[src/rtl/tcf_pkg.sv]
// Shared types, constants and arithmetic helpers of the tilt complementary filter.
`timescale 1ns / 1ps
`default_nettype none
package tcf_pkg;

	localparam int CordicStepsDefault = 16;
	localparam int AtanEntries        = 24;

	localparam int CfgAddrW = 3;
	localparam int CfgDataW = 16;

	localparam logic [CfgAddrW-1:0] CfgGyroBias   = 3'd0;
	localparam logic [CfgAddrW-1:0] CfgAccelOfs   = 3'd1;
	localparam logic [CfgAddrW-1:0] CfgGyroGain   = 3'd2;
	localparam logic [CfgAddrW-1:0] CfgBlendAlpha = 3'd3;
	localparam logic [CfgAddrW-1:0] CfgTiltLimit  = 3'd4;

	localparam logic signed [10:0] GyroBiasRst   = 11'sd55;
	localparam logic signed [12:0] AccelOfsRst   = 13'sd717;
	localparam logic [15:0]        GyroGainRst   = 16'd10240;
	localparam logic [15:0]        BlendAlphaRst = 16'd655;
	localparam logic [15:0]        TiltLimitRst  = 16'd12800;

	// +-180 degrees in 1/256 degree
	localparam logic signed [23:0] AngMax = 24'sd46080;

	typedef enum logic [2:0] {
		ST_IDLE,
		ST_ITER,
		ST_GYRO,
		ST_BLEND,
		ST_DONE
	} tcf_state_t;

	typedef struct packed {
		logic       load;
		logic       iter;
		logic [4:0] idx;
		logic       gyro;
		logic       blend;
		logic       commit;
	} tcf_cmd_t;

	// atan(2^-i) in 2^-16 degree
	function automatic logic [21:0] atan_lut(input logic [4:0] i);
		logic [21:0] r;
		case (i)
			5'd0:    r = 22'd2949120;
			5'd1:    r = 22'd1740967;
			5'd2:    r = 22'd919879;
			5'd3:    r = 22'd466945;
			5'd4:    r = 22'd234379;
			5'd5:    r = 22'd117304;
			5'd6:    r = 22'd58666;
			5'd7:    r = 22'd29335;
			5'd8:    r = 22'd14668;
			5'd9:    r = 22'd7334;
			5'd10:   r = 22'd3667;
			5'd11:   r = 22'd1833;
			5'd12:   r = 22'd917;
			5'd13:   r = 22'd458;
			5'd14:   r = 22'd229;
			5'd15:   r = 22'd115;
			5'd16:   r = 22'd57;
			5'd17:   r = 22'd29;
			5'd18:   r = 22'd14;
			5'd19:   r = 22'd7;
			5'd20:   r = 22'd4;
			5'd21:   r = 22'd2;
			5'd22:   r = 22'd1;
			default: r = 22'd0;
		endcase
		return r;
	endfunction

	// Clamp an angle to +-180 degrees
	function automatic logic signed [16:0] sat_ang(input logic signed [23:0] v);
		logic signed [16:0] r;
		if (v > AngMax) begin
			r = AngMax[16:0];
		end else if (v < -AngMax) begin
			r = 17'(-AngMax);
		end else begin
			r = v[16:0];
		end
		return r;
	endfunction

endpackage
`default_nettype wire

[src/rtl/tcf_ctrl.sv]
// Sequencer of the tilt filter: handshakes, CORDIC iteration count, result hold.
`timescale 1ns / 1ps
`default_nettype none
module tcf_ctrl import tcf_pkg::*; #(
	parameter int CORDIC_STEPS = CordicStepsDefault
) (
	input  wire logic     clk,
	input  wire logic     arst_n,
	input  wire logic     s_tvalid,
	output logic          s_tready,
	output logic          m_tvalid,
	input  wire logic     m_tready,
	output tcf_cmd_t      cmd
);

	localparam int NumIter = (CORDIC_STEPS > AtanEntries) ? AtanEntries : CORDIC_STEPS;

	tcf_state_t state_q, state_d;
	logic [4:0] cnt_q, cnt_d;
	logic       out_valid_q, out_valid_d;

	always_ff @(posedge clk or negedge arst_n) begin
		if (!arst_n) begin
			state_q     <= ST_IDLE;
			cnt_q       <= '0;
			out_valid_q <= 1'b0;
		end else begin
			state_q     <= state_d;
			cnt_q       <= cnt_d;
			out_valid_q <= out_valid_d;
		end
	end

	always_comb begin
		state_d = state_q;
		cnt_d   = cnt_q;
		cmd     = '0;
		cmd.idx = cnt_q;
		case (state_q)
			ST_IDLE: begin
				if (s_tvalid) begin
					cmd.load = 1'b1;
					cnt_d    = '0;
					state_d  = ST_ITER;
				end
			end
			ST_ITER: begin
				cmd.iter = 1'b1;
				cnt_d    = cnt_q + 5'd1;
				if (cnt_q == 5'(NumIter - 1)) begin
					state_d = ST_GYRO;
				end
			end
			ST_GYRO: begin
				cmd.gyro = 1'b1;
				state_d  = ST_BLEND;
			end
			ST_BLEND: begin
				cmd.blend = 1'b1;
				state_d   = ST_DONE;
			end
			ST_DONE: begin
				// hold until the output register is free or being drained
				if (!out_valid_q || m_tready) begin
					cmd.commit = 1'b1;
					state_d    = ST_IDLE;
				end
			end
			default: state_d = ST_IDLE;
		endcase
	end

	always_comb begin
		if (cmd.commit) begin
			out_valid_d = 1'b1;
		end else if (m_tready) begin
			out_valid_d = 1'b0;
		end else begin
			out_valid_d = out_valid_q;
		end
	end

	assign s_tready = (state_q == ST_IDLE);
	assign m_tvalid = out_valid_q;

	a_commit_free: assert property (@(posedge clk) disable iff (!arst_n)
		cmd.commit |-> (!out_valid_q || m_tready))
		else $error("result committed over an undelivered beat");

	a_commit_shows: assert property (@(posedge clk) disable iff (!arst_n)
		cmd.commit |=> m_tvalid)
		else $error("committed result not presented");

	a_accept_starts: assert property (@(posedge clk) disable iff (!arst_n)
		(s_tvalid && s_tready) |=> (state_q == ST_ITER && cnt_q == 5'd0))
		else $error("accepted beat did not start CORDIC");

	a_iter_bound: assert property (@(posedge clk) disable iff (!arst_n)
		(state_q == ST_ITER) |-> (cnt_q < 5'(NumIter)))
		else $error("CORDIC iteration count overrun");

endmodule
`default_nettype wire

[src/rtl/tcf_dp.sv]
// Datapath of the tilt filter: config registers, CORDIC, gyro and blend arithmetic.
`timescale 1ns / 1ps
`default_nettype none
module tcf_dp import tcf_pkg::*; (
	input  wire logic                   clk,
	input  wire logic                   arst_n,
	input  wire logic                   cfg_we,
	input  wire logic [CfgAddrW-1:0]    cfg_addr,
	input  wire logic [CfgDataW-1:0]    cfg_wdata,
	input  wire tcf_cmd_t               cmd,
	input  wire logic signed [15:0]     accel_x,
	input  wire logic signed [15:0]     accel_z,
	input  wire logic signed [15:0]     gyro_y,
	output logic signed [16:0]          tilt_angle,
	output logic signed [16:0]          accel_angle,
	output logic                        tilt_fault
);

	localparam logic signed [25:0] Z180 = 26'sd11796480;

	logic signed [10:0] gyro_bias_q;
	logic signed [12:0] accel_ofs_q;
	logic [15:0]        gyro_gain_q;
	logic [15:0]        blend_alpha_q;
	logic [15:0]        tilt_limit_q;
	logic signed [17:0] est_q;

	logic signed [15:0] g_q;
	logic signed [25:0] x_q, y_q, z_q;
	logic               zero_q;
	logic signed [32:0] step_prod_q;
	logic signed [16:0] gyro_ang_q, acc_q;
	logic signed [35:0] blend_prod_q;
	logic signed [16:0] out_tilt_q, out_acc_q;
	logic               out_fault_q;

	// load
	logic signed [16:0] g_sum;
	logic signed [15:0] g_sat;
	logic signed [25:0] x_pre, y_pre;
	// iterate
	logic signed [25:0] xs, ys, atan_v;
	// gyro stage
	logic signed [33:0] step_rnd;
	logic signed [17:0] step_v;
	logic signed [18:0] gsum;
	logic signed [25:0] z_eff, z_rnd;
	logic signed [17:0] zs;
	logic signed [18:0] zneg;
	logic signed [19:0] acc_sum;
	// blend / commit
	logic signed [18:0] diff;
	logic signed [36:0] b_rnd;
	logic signed [20:0] blend_v;
	logic signed [21:0] a_sum;
	logic signed [16:0] a_v;
	logic [16:0]        a_mag;

	always_comb begin
		g_sum = {gyro_y[15], gyro_y} + {{6{gyro_bias_q[10]}}, gyro_bias_q};
		if (g_sum > 17'sd32767) begin
			g_sat = 16'sd32767;
		end else if (g_sum < -17'sd32768) begin
			g_sat = -16'sd32768;
		end else begin
			g_sat = g_sum[15:0];
		end
		x_pre = {{2{accel_z[15]}}, accel_z, 8'd0};
		y_pre = {{2{accel_x[15]}}, accel_x, 8'd0};

		xs     = x_q >>> cmd.idx;
		ys     = y_q >>> cmd.idx;
		atan_v = {4'd0, atan_lut(cmd.idx)};

		step_rnd = {step_prod_q[32], step_prod_q} + 34'sd32768;
		step_v   = step_rnd[33:16];
		gsum     = {est_q[17], est_q} + {step_v[17], step_v};
		z_eff    = zero_q ? 26'sd0 : z_q;
		z_rnd    = z_eff + 26'sd128;
		zs       = z_rnd[25:8];
		zneg     = -{zs[17], zs};
		acc_sum  = {zneg[18], zneg} + {{7{accel_ofs_q[12]}}, accel_ofs_q};

		diff    = {{2{acc_q[16]}}, acc_q} - {{2{gyro_ang_q[16]}}, gyro_ang_q};
		b_rnd   = {blend_prod_q[35], blend_prod_q} + 37'sd32768;
		blend_v = b_rnd[36:16];
		a_sum   = {{5{gyro_ang_q[16]}}, gyro_ang_q} + {blend_v[20], blend_v};
		a_v     = sat_ang({{2{a_sum[21]}}, a_sum});
		a_mag   = a_v[16] ? 17'(-a_v) : 17'(a_v);
	end

	// configuration and stored angle
	always_ff @(posedge clk or negedge arst_n) begin
		if (!arst_n) begin
			gyro_bias_q   <= GyroBiasRst;
			accel_ofs_q   <= AccelOfsRst;
			gyro_gain_q   <= GyroGainRst;
			blend_alpha_q <= BlendAlphaRst;
			tilt_limit_q  <= TiltLimitRst;
			est_q         <= '0;
		end else begin
			if (cfg_we) begin
				case (cfg_addr)
					CfgGyroBias:   gyro_bias_q   <= cfg_wdata[10:0];
					CfgAccelOfs:   accel_ofs_q   <= cfg_wdata[12:0];
					CfgGyroGain:   gyro_gain_q   <= cfg_wdata;
					CfgBlendAlpha: blend_alpha_q <= cfg_wdata;
					CfgTiltLimit:  tilt_limit_q  <= cfg_wdata;
					default: ;
				endcase
			end
			if (cmd.commit) begin
				est_q <= {a_v[16], a_v};
			end
		end
	end

	// working registers
	always_ff @(posedge clk) begin
		if (cmd.load) begin
			g_q    <= g_sat;
			zero_q <= (accel_x == 16'sd0) && (accel_z == 16'sd0);
			if (accel_z[15]) begin
				x_q <= -x_pre;
				y_q <= -y_pre;
				z_q <= accel_x[15] ? -Z180 : Z180;
			end else begin
				x_q <= x_pre;
				y_q <= y_pre;
				z_q <= '0;
			end
		end
		if (cmd.iter) begin
			if (!y_q[25]) begin
				x_q <= x_q + ys;
				y_q <= y_q - xs;
				z_q <= z_q + atan_v;
			end else begin
				x_q <= x_q - ys;
				y_q <= y_q + xs;
				z_q <= z_q - atan_v;
			end
			step_prod_q <= g_q * $signed({1'b0, gyro_gain_q});
		end
		if (cmd.gyro) begin
			gyro_ang_q <= sat_ang({{5{gsum[18]}}, gsum});
			acc_q      <= sat_ang({{4{acc_sum[19]}}, acc_sum});
		end
		if (cmd.blend) begin
			blend_prod_q <= $signed({1'b0, blend_alpha_q}) * diff;
		end
		if (cmd.commit) begin
			out_tilt_q  <= a_v;
			out_acc_q   <= acc_q;
			out_fault_q <= a_mag > {1'b0, tilt_limit_q};
		end
	end

	assign tilt_angle  = out_tilt_q;
	assign accel_angle = out_acc_q;
	assign tilt_fault  = out_fault_q;

endmodule
`default_nettype wire

[src/rtl/tilt_complementary_filter.sv]
// Top level of the tilt complementary filter: stream ports, config port, sequencer and datapath.
//
// Usage:
//   Slave stream takes one inertial sample per beat; master stream returns one
//   filtered result per sample. A beat moves on a rising edge with tvalid and
//   tready both high. Configuration is a write-only port: cfg_we with cfg_addr
//   selecting gyro_bias (0), accel_angle_offset (1), gyro_gain (2),
//   blend_alpha (3) or tilt_limit (4); other addresses are dropped. Write it
//   only while no sample is in flight.
// Sequence:
//   From its accept edge a sample runs the CORDIC vectoring iterations (CORDIC_STEPS,
//   capped at 24) in the shared shift-add unit, then the gyro, blend and commit
//   steps; the commit raises m_tvalid. s_tready is high only while the sequencer
//   is idle, so one sample is at work at a time and a new sample is taken only
//   after the last one commits.
// Reset:
//   arst_n clears the stored angle to zero, loads the register defaults and
//   empties the output register.
// Stall:
//   The result waits in the output register; a finished sample whose output
//   register is still full holds in the commit step until m_tready frees it.
`timescale 1ns / 1ps
`default_nettype none
module tilt_complementary_filter import tcf_pkg::*; #(
	parameter int CORDIC_STEPS = CordicStepsDefault
) (
	input  wire logic                clk,
	input  wire logic                arst_n,
	input  wire logic                cfg_we,
	input  wire logic [CfgAddrW-1:0] cfg_addr,
	input  wire logic [CfgDataW-1:0] cfg_wdata,
	input  wire logic                s_tvalid,
	output logic                     s_tready,
	input  wire logic [47:0]         s_tdata,  // accel_x[15:0], accel_z[31:16], gyro_y[47:32]
	output logic                     m_tvalid,
	input  wire logic                m_tready,
	output logic [39:0]              m_tdata   // tilt_angle[16:0], accel_angle[33:17],
	                                           // tilt_fault[34], zero[39:35]
);

	tcf_cmd_t           cmd;
	logic signed [16:0] tilt_angle, accel_angle;
	logic               tilt_fault;

	// sequencer: handshakes and step order
	tcf_ctrl #(
		.CORDIC_STEPS(CORDIC_STEPS)
	) u_ctrl (
		.clk      (clk),
		.arst_n   (arst_n),
		.s_tvalid (s_tvalid),
		.s_tready (s_tready),
		.m_tvalid (m_tvalid),
		.m_tready (m_tready),
		.cmd      (cmd)
	);

	// arithmetic, registers and the held result
	tcf_dp u_dp (
		.clk         (clk),
		.arst_n      (arst_n),
		.cfg_we      (cfg_we),
		.cfg_addr    (cfg_addr),
		.cfg_wdata   (cfg_wdata),
		.cmd         (cmd),
		.accel_x     (s_tdata[15:0]),
		.accel_z     (s_tdata[31:16]),
		.gyro_y      (s_tdata[47:32]),
		.tilt_angle  (tilt_angle),
		.accel_angle (accel_angle),
		.tilt_fault  (tilt_fault)
	);

	assign m_tdata = {5'd0, tilt_fault, accel_angle, tilt_angle};

endmodule
`default_nettype wire
[config.mk]
export PLATFORM = sky130hd
export DESIGN_NAME = tilt_complementary_filter
export DESIGN_NICKNAME = d
export VERILOG_FILES = /design/src/rtl/tcf_pkg.sv /design/src/rtl/tcf_ctrl.sv /design/src/rtl/tcf_dp.sv /design/src/rtl/tilt_complementary_filter.sv
export SDC_FILE = /design/constraint.sdc
export NUM_CORES = 2
export LEC_CHECK = 0
export CAP_MARGIN = 20
export CORE_MARGIN = 1.5
export CORE_UTILIZATION = 62
export DETAILED_ROUTE_END_ITERATION = 16
export DONT_BUFFER_PORTS = 1
export PLACE_DENSITY = 0.83
export SKIP_LAST_GASP = 1
export SYNTH_ARGS = -nofsm -noshare
export SYNTH_HDL_FRONTEND = slang
export SYNTH_SLANG_ARGS = --single-unit
[constraint.sdc]
create_clock -name clk -period 11.7 [get_ports clk]
set_input_delay 1.755 -clock clk [delete_from_list [all_inputs] [get_ports clk]]
set_output_delay 1.755 -clock clk [all_outputs]
set_load 0.05 [all_outputs]
* After elaboration in Yosys (flattened, before gate mapping)
Memories as Yosys holds them, arrays and structs flattened.
Index checks and enable logic that the tools add are counted.
** Cells by class
- Multipliers :: 2
- $lt $le $gt $ge :: 9
- Shifts and indexed selects :: 2
- $add $sub $neg :: 19
- Equality and inequality tests :: 12
- Reduce and logical (&&, ||, !) cells :: 19
- Muxes and demuxes :: 35
** Operator list (number)
- two-way mux 26 bit :: 14
- two-way mux 17 bit :: 5
- adder 26 bit :: 2
- negator 24 -> 26 bit :: 2
- >>> shifter 26 x 5 -> 26 bit :: 2
- subtractor 26 bit :: 2
- adder 36 x 17 -> 37 bit (second input constant) :: 1
- multiplier 17 x 18 -> 35 bit :: 1
- adder 33 x 17 -> 34 bit (second input constant) :: 1
- multiplier 16 x 17 -> 33 bit :: 1
- zero test 16 bit :: 2
- adder 26 x 23 -> 26 bit :: 1
- adder 26 x 9 -> 26 bit (second input constant) :: 1
- subtractor 26 x 23 -> 26 bit :: 1
- adder 17 x 21 -> 22 bit :: 1
- > comparator 22 x 17 -> 1 bit (second input constant) :: 1
- less-than comparator 22 x 17 -> 1 bit (second input constant) :: 1
- adder 19 x 13 -> 20 bit :: 1
- > comparator 20 x 17 -> 1 bit (second input constant) :: 1
- less-than comparator 20 x 17 -> 1 bit (second input constant) :: 1
- adder 17 x 18 -> 19 bit :: 1
- > comparator 19 x 17 -> 1 bit (second input constant) :: 1
- less-than comparator 19 x 17 -> 1 bit (second input constant) :: 1
- negator 19 bit :: 1
- 27 further kinds :: 52
** Storage, ports and cells
- Memories kept :: 1
- Register bits after elaboration :: 331
- Logic and storage cells :: 122
- ROM bits :: 704
** Memories
- (name not given) :: words 32, width 22, rd ports 1, clocked after Yosys merged registers in 0, write ports 0, RTL line tcf_pkg.sv:47 : case (i)

* Logic depth before layout (Yosys ltp)
- Depth in word-level cells :: 8
- Depth in mapped cells :: 39

* Hierarchy
Synthesis repeated with hierarchy kept, for this count alone.
** Second synthesis, totals
- Cells, all modules :: 5059
- Area total of the unflattened synthesis :: 46234.3 um2
** Modules (own cells, without submodules)
- tcf_dp :: area each 45682.6 um2, instances 1, cells an instance 5003, sequential area each 8320.5 um2
- tcf_ctrl :: area each 503.0 um2, instances 1, cells an instance 49, sequential area each 225.2 um2
- tilt_complementary_filter :: area each 48.8 um2, instances 1, cells an instance 7, sequential area each 0.0 um2

* Worst setup path before layout
No wires, ideal clock.
- Path kind :: reg2reg
- Start point :: register u_dp.gyro_ang_q[1]
- End point :: register u_dp.blend_prod_q[34], data pin
- Clock period less this slack :: 8.890 ns
- Setup time :: 0.260 ns
- Setup slack :: 2.810 ns
- Data arrival time :: 8.630 ns
- Cell stages (with the launch flop) :: 37
- Cells stage by stage :: edfxtp_1 -> inv_1 -> ha_1 -> nor2b_1 -> o21ai_0 -> a21boi_0 -> o21ai_1 -> a21oi_1 -> o21a_1 -> o31ai_1 -> a211o_1 -> a31oi_1 -> o41ai_1 -> clkbuf_1 -> nand2_1 -> fa_1 -> inv_1 -> fa_1 -> fa_1 -> inv_1 -> fa_1 -> inv_1 -> fa_1 -> inv_1 -> fa_1 -> inv_1 -> ha_1 -> a21o_1 -> a21oi_1 -> nor2_1 -> nor2_1 -> nor2_1 -> o21a_1 -> a21o_1 -> or3_1 -> a311o_1 -> xnor2_1
** On the way
- Longest elaborated chain between the ends :: 2
** RTL lines
- from (decl) :: RTL line tcf_dp.sv:32 : logic signed [16:0] gyro_ang_q, acc_q;
- from (signal assigned) :: RTL line tcf_dp.sv:146 : gyro_ang_q <= sat_ang({{5{gsum[18]}}, gsum});
- subtractor 17 x 17 -> 18 bit :: RTL line tcf_dp.sv:84 : diff = {{2{acc_q[16]}}, acc_q} - {{2{gyro_ang_q[16]}}, gyro_ang_q};
- multiplier 17 x 18 -> 35 bit :: RTL line tcf_dp.sv:150 : blend_prod_q <= $signed({1'b0, blend_alpha_q}) * diff;
- to (signal assigned) :: RTL line tcf_dp.sv:150
- to (decl) :: RTL line tcf_dp.sv:33 : logic signed [35:0] blend_prod_q;
Every way passes these cells.
A chain may end at the register's enable or synchronous reset.

* Worst setup path in the final report
- Start point :: register u_dp.acc_q[0]
- End point :: register u_dp.blend_prod_q[34], data pin
** On the way
- Longest elaborated chain between the ends :: 2
** RTL lines
- from (decl) :: RTL line tcf_dp.sv:32
- from (signal assigned) :: RTL line tcf_dp.sv:147 : acc_q <= sat_ang({{4{acc_sum[19]}}, acc_sum});
- subtractor 17 x 17 -> 18 bit :: RTL line tcf_dp.sv:84
- multiplier 17 x 18 -> 35 bit :: RTL line tcf_dp.sv:150
Every way passes these cells.

==> summary.txt <==
Post-synth top flop - edfxtp_1
#FFs+latches synth - 300
Drc violations - 0
R2r startpoint - u_dp.acc_q[0]
Setup TNS - 0 ps
RD Place Congestion - 1.00
Per-cell routed wire length - 20.9 um
Vias in the first global route - 36,200
Seq/Total Area, Yosys - 0.189
Ys async rst share - 0.327
CP endpoint - u_dp.blend_prod_q[34]
Number of gates resized after CTS - 0
Dpl ws - 2170 ps
Crit-path most repeated cell - fa_1
Die height - 273 um
Starting DRT DRC Count - 3,094
Post-Syn Area - 45,100 sq um
Antenna violations before repair - 9
Hold path startpoint - u_dp.acc_q[0]
Total GRT Usage - 0.329
Syn-to-layout area delta - 4.25%
Outcome - finished clean
Slew @ Worst Pin - 1060 ps
Number of enable flip-flop cells after synthesis - 202
Final Critical Period - 9690 ps
CP arrival - 10,010 ps
DR pass1 iterations - 7
First-pass GRT wire length - 193 mm
Core footprint - 71,700 sq um
Num rows - 98
Clk root buf - clkbuf_16
FF-to-FF path depth - 36
Final hold vios - 0
Post-DP HPWL - 93.9 mm
Design area - 47,100 sq um
Post-CTS setup buffers - 0
Number of I/O pins - 114
Post-place instance area - 45,800 sq um
FF-to-FF setup slack - 2010 ps
Num CTS Buffers - 36
Syn Area/Cell - 9.19 sq um
Grt ovf - 0
Clock sinks - 300
Port Buf Inserts - 0
DR vias - 35,700
Fillers - 5,609
Crit share post-route - 0.828
Yosys Warn Count - 0
Hold Crit Class - reg -> reg
Max stage delay cell, worst path - fa_1
Max Cap Viol - 0
PnR worst setup slack - 2010 ps
Initial Utilization - 0.629
RR Endpoint - u_dp.blend_prod_q[34]
Required time of the critical path - 12,020 ps
Final ANT Viol Nets - 0
Gate count of the mapped netlist - 4,914
Relative slew margins - 0.289
Layout cells sized above 1 - 0.0692
Util after Layout - 0.656
Post-Route WL - 121 mm
GR Util met2 - 0.549
CTS clk-pin slew, worst paths - 70 ps
Max H-tree Level - 2
Die ar. - 74,400 sq um
CP startpoint kind - flop
Critical path peak fanout - 16
Clk Latency, worst-skew pair - 580 ps
Largest net degree at the start of global routing - 99
Crit. End Element - flop
Grt peak-use layer - met2
CTS tree - done
RSZ-0062 raised after global routing - no
Final nets - 5,774
Met1 Usage GRT - 0.413
Distinct cells, synth - 99
CP startpoint - u_dp.acc_q[0]
Pins Over Slew Limit - 0
Critical path class - reg -> reg
Met3 capacity usage during global routing - 0.0679
Worst Skew - 30.9 ps
Vias/cell - 6.16
CTS Buffer Depth - 3
Die width - 273 um
Max Freq - 103 MHz
Crit-path max cell delay - 530 ps
# setup viols final - 0
CTS Hold Bufs - 0
## Yosys cell counts, drive strengths merged (13+ instances only)
master,number,share of area
a211oi,30,0.0053
a21o,80,0.013
a21oi,197,0.022
a31o,13,0.0025
a31oi,37,0.0051
and2,207,0.029
and3,33,0.0046
buf,53,0.0073
clkbuf,142,0.012
dfrtp,76,0.042
dfstp,22,0.013
edfxtp,202,0.13
fa,492,0.22
ha,409,0.11
inv,692,0.058
mux2,82,0.021
mux2i,51,0.011
mux4,58,0.029
nand2,557,0.046
nand2b,61,0.0088
nand3,75,0.0083
nand4,31,0.0043
nor2,266,0.022
nor2b,56,0.0078
nor3,81,0.0097
nor3b,13,0.0022
nor4,16,0.0022
o211ai,18,0.0030
o21a,51,0.0085
o21ai,209,0.023
o21bai,26,0.0043
o31ai,27,0.0046
or2,25,0.0035
or3,25,0.0035
xnor2,189,0.037
xor2,128,0.025
## layer usage
metal	share of wire	routed length, um
met4	0.051	6200
met5	0.00053	64
met3	0.089	10700
met2	0.47	57100
met1	0.39	46800
## sequential cells by signal, indices dropped and copies added (netlist names), 17 cells and up
register / cells
u_dp.accel_angle: 17
u_dp.gyro_ang_q: 17
u_dp.acc_q: 17
u_dp.y_q: 26
u_dp.z_q: 26
u_dp.step_prod_q: 18
u_dp.tilt_angle: 17
u_dp.blend_prod_q: 20
u_dp.est_q: 17
u_dp.x_q: 26
## how the worst min path moves through the flow
stage                          end  slack (ps)  cells past startpoint
4_1_cts        u_dp.accel_angle[0]         440                      0
3_5_place_dp   u_dp.accel_angle[6]         450                      0
5_1_grt        u_dp.accel_angle[0]         460                      0
6_report       u_dp.accel_angle[0]         470                      0
2_1_floorplan  u_dp.accel_angle[0]         430                      0
3_3_place_gp   u_dp.accel_angle[0]         430                      0
## stage by stage
step	hold slack (ps)	instances
CTS	445	5776
global placement	430	5710
finish	467	5789
detailed placement	446	5710
floorplan	426	4918
global route	461	5781
## placed cells by master (no fill, tap or decap), drive strengths merged, types with 26 or more instances in the layout
cell type / instances
nor2: 266
and3: 33
and2: 207
a21o: 80
clkbuf: 53
ha: 409
o21a: 51
xor2: 128
nand3: 75
nand4: 31
xnor2: 189
a31oi: 37
mux2: 82
o21ai: 209
o31ai: 27
mux2i: 51
fa: 492
a21oi: 197
o21bai: 26
nand2b: 61
nor3: 81
inv: 695
a211oi: 30
dfrtp: 76
mux4: 58
buf: 39
edfxtp: 202
nor2b: 56
nand2: 557
## kinds of logic (layout without fill, tap and decap cells)
family	count (synthesis)	in the layout	synth area share
flops	300	300	0.189
compound gates	836	836	0.121
fa+ha+maj	902	902	0.332
buf+inv	888	799	0.0768
mux	191	191	0.0608
xor+xnor	317	317	0.0615
simple gates	1479	1479	0.159
other cells	1	15	0.0000831
## area by class of cell
cell class                      count  area [sq um]  area share
Multi-Input combinational cell   3730         33200       0.706
Sequential cell                   300          8550       0.182
Inverter                          693          2600      0.0553
Tap cell                          950          1190      0.0253
Clock buffer                       52          1040      0.0221
Timing Repair Buffer               40           320     0.00681
Clock inverter                     14           116     0.00247
Antenna cell                       10          25.0    0.000532
## critical path: cells and delay by family, from the launching register on
family	cells	cell delay [ps]
fa+ha+maj	9	3830
flops	1	410
xor+xnor	2	270
buf+inv	6	580
compound gates	14	3530
simple gates	5	830
Power is not shown: default switching activity piles up to over one toggle a cycle in this logic, so the estimate is an artifact.
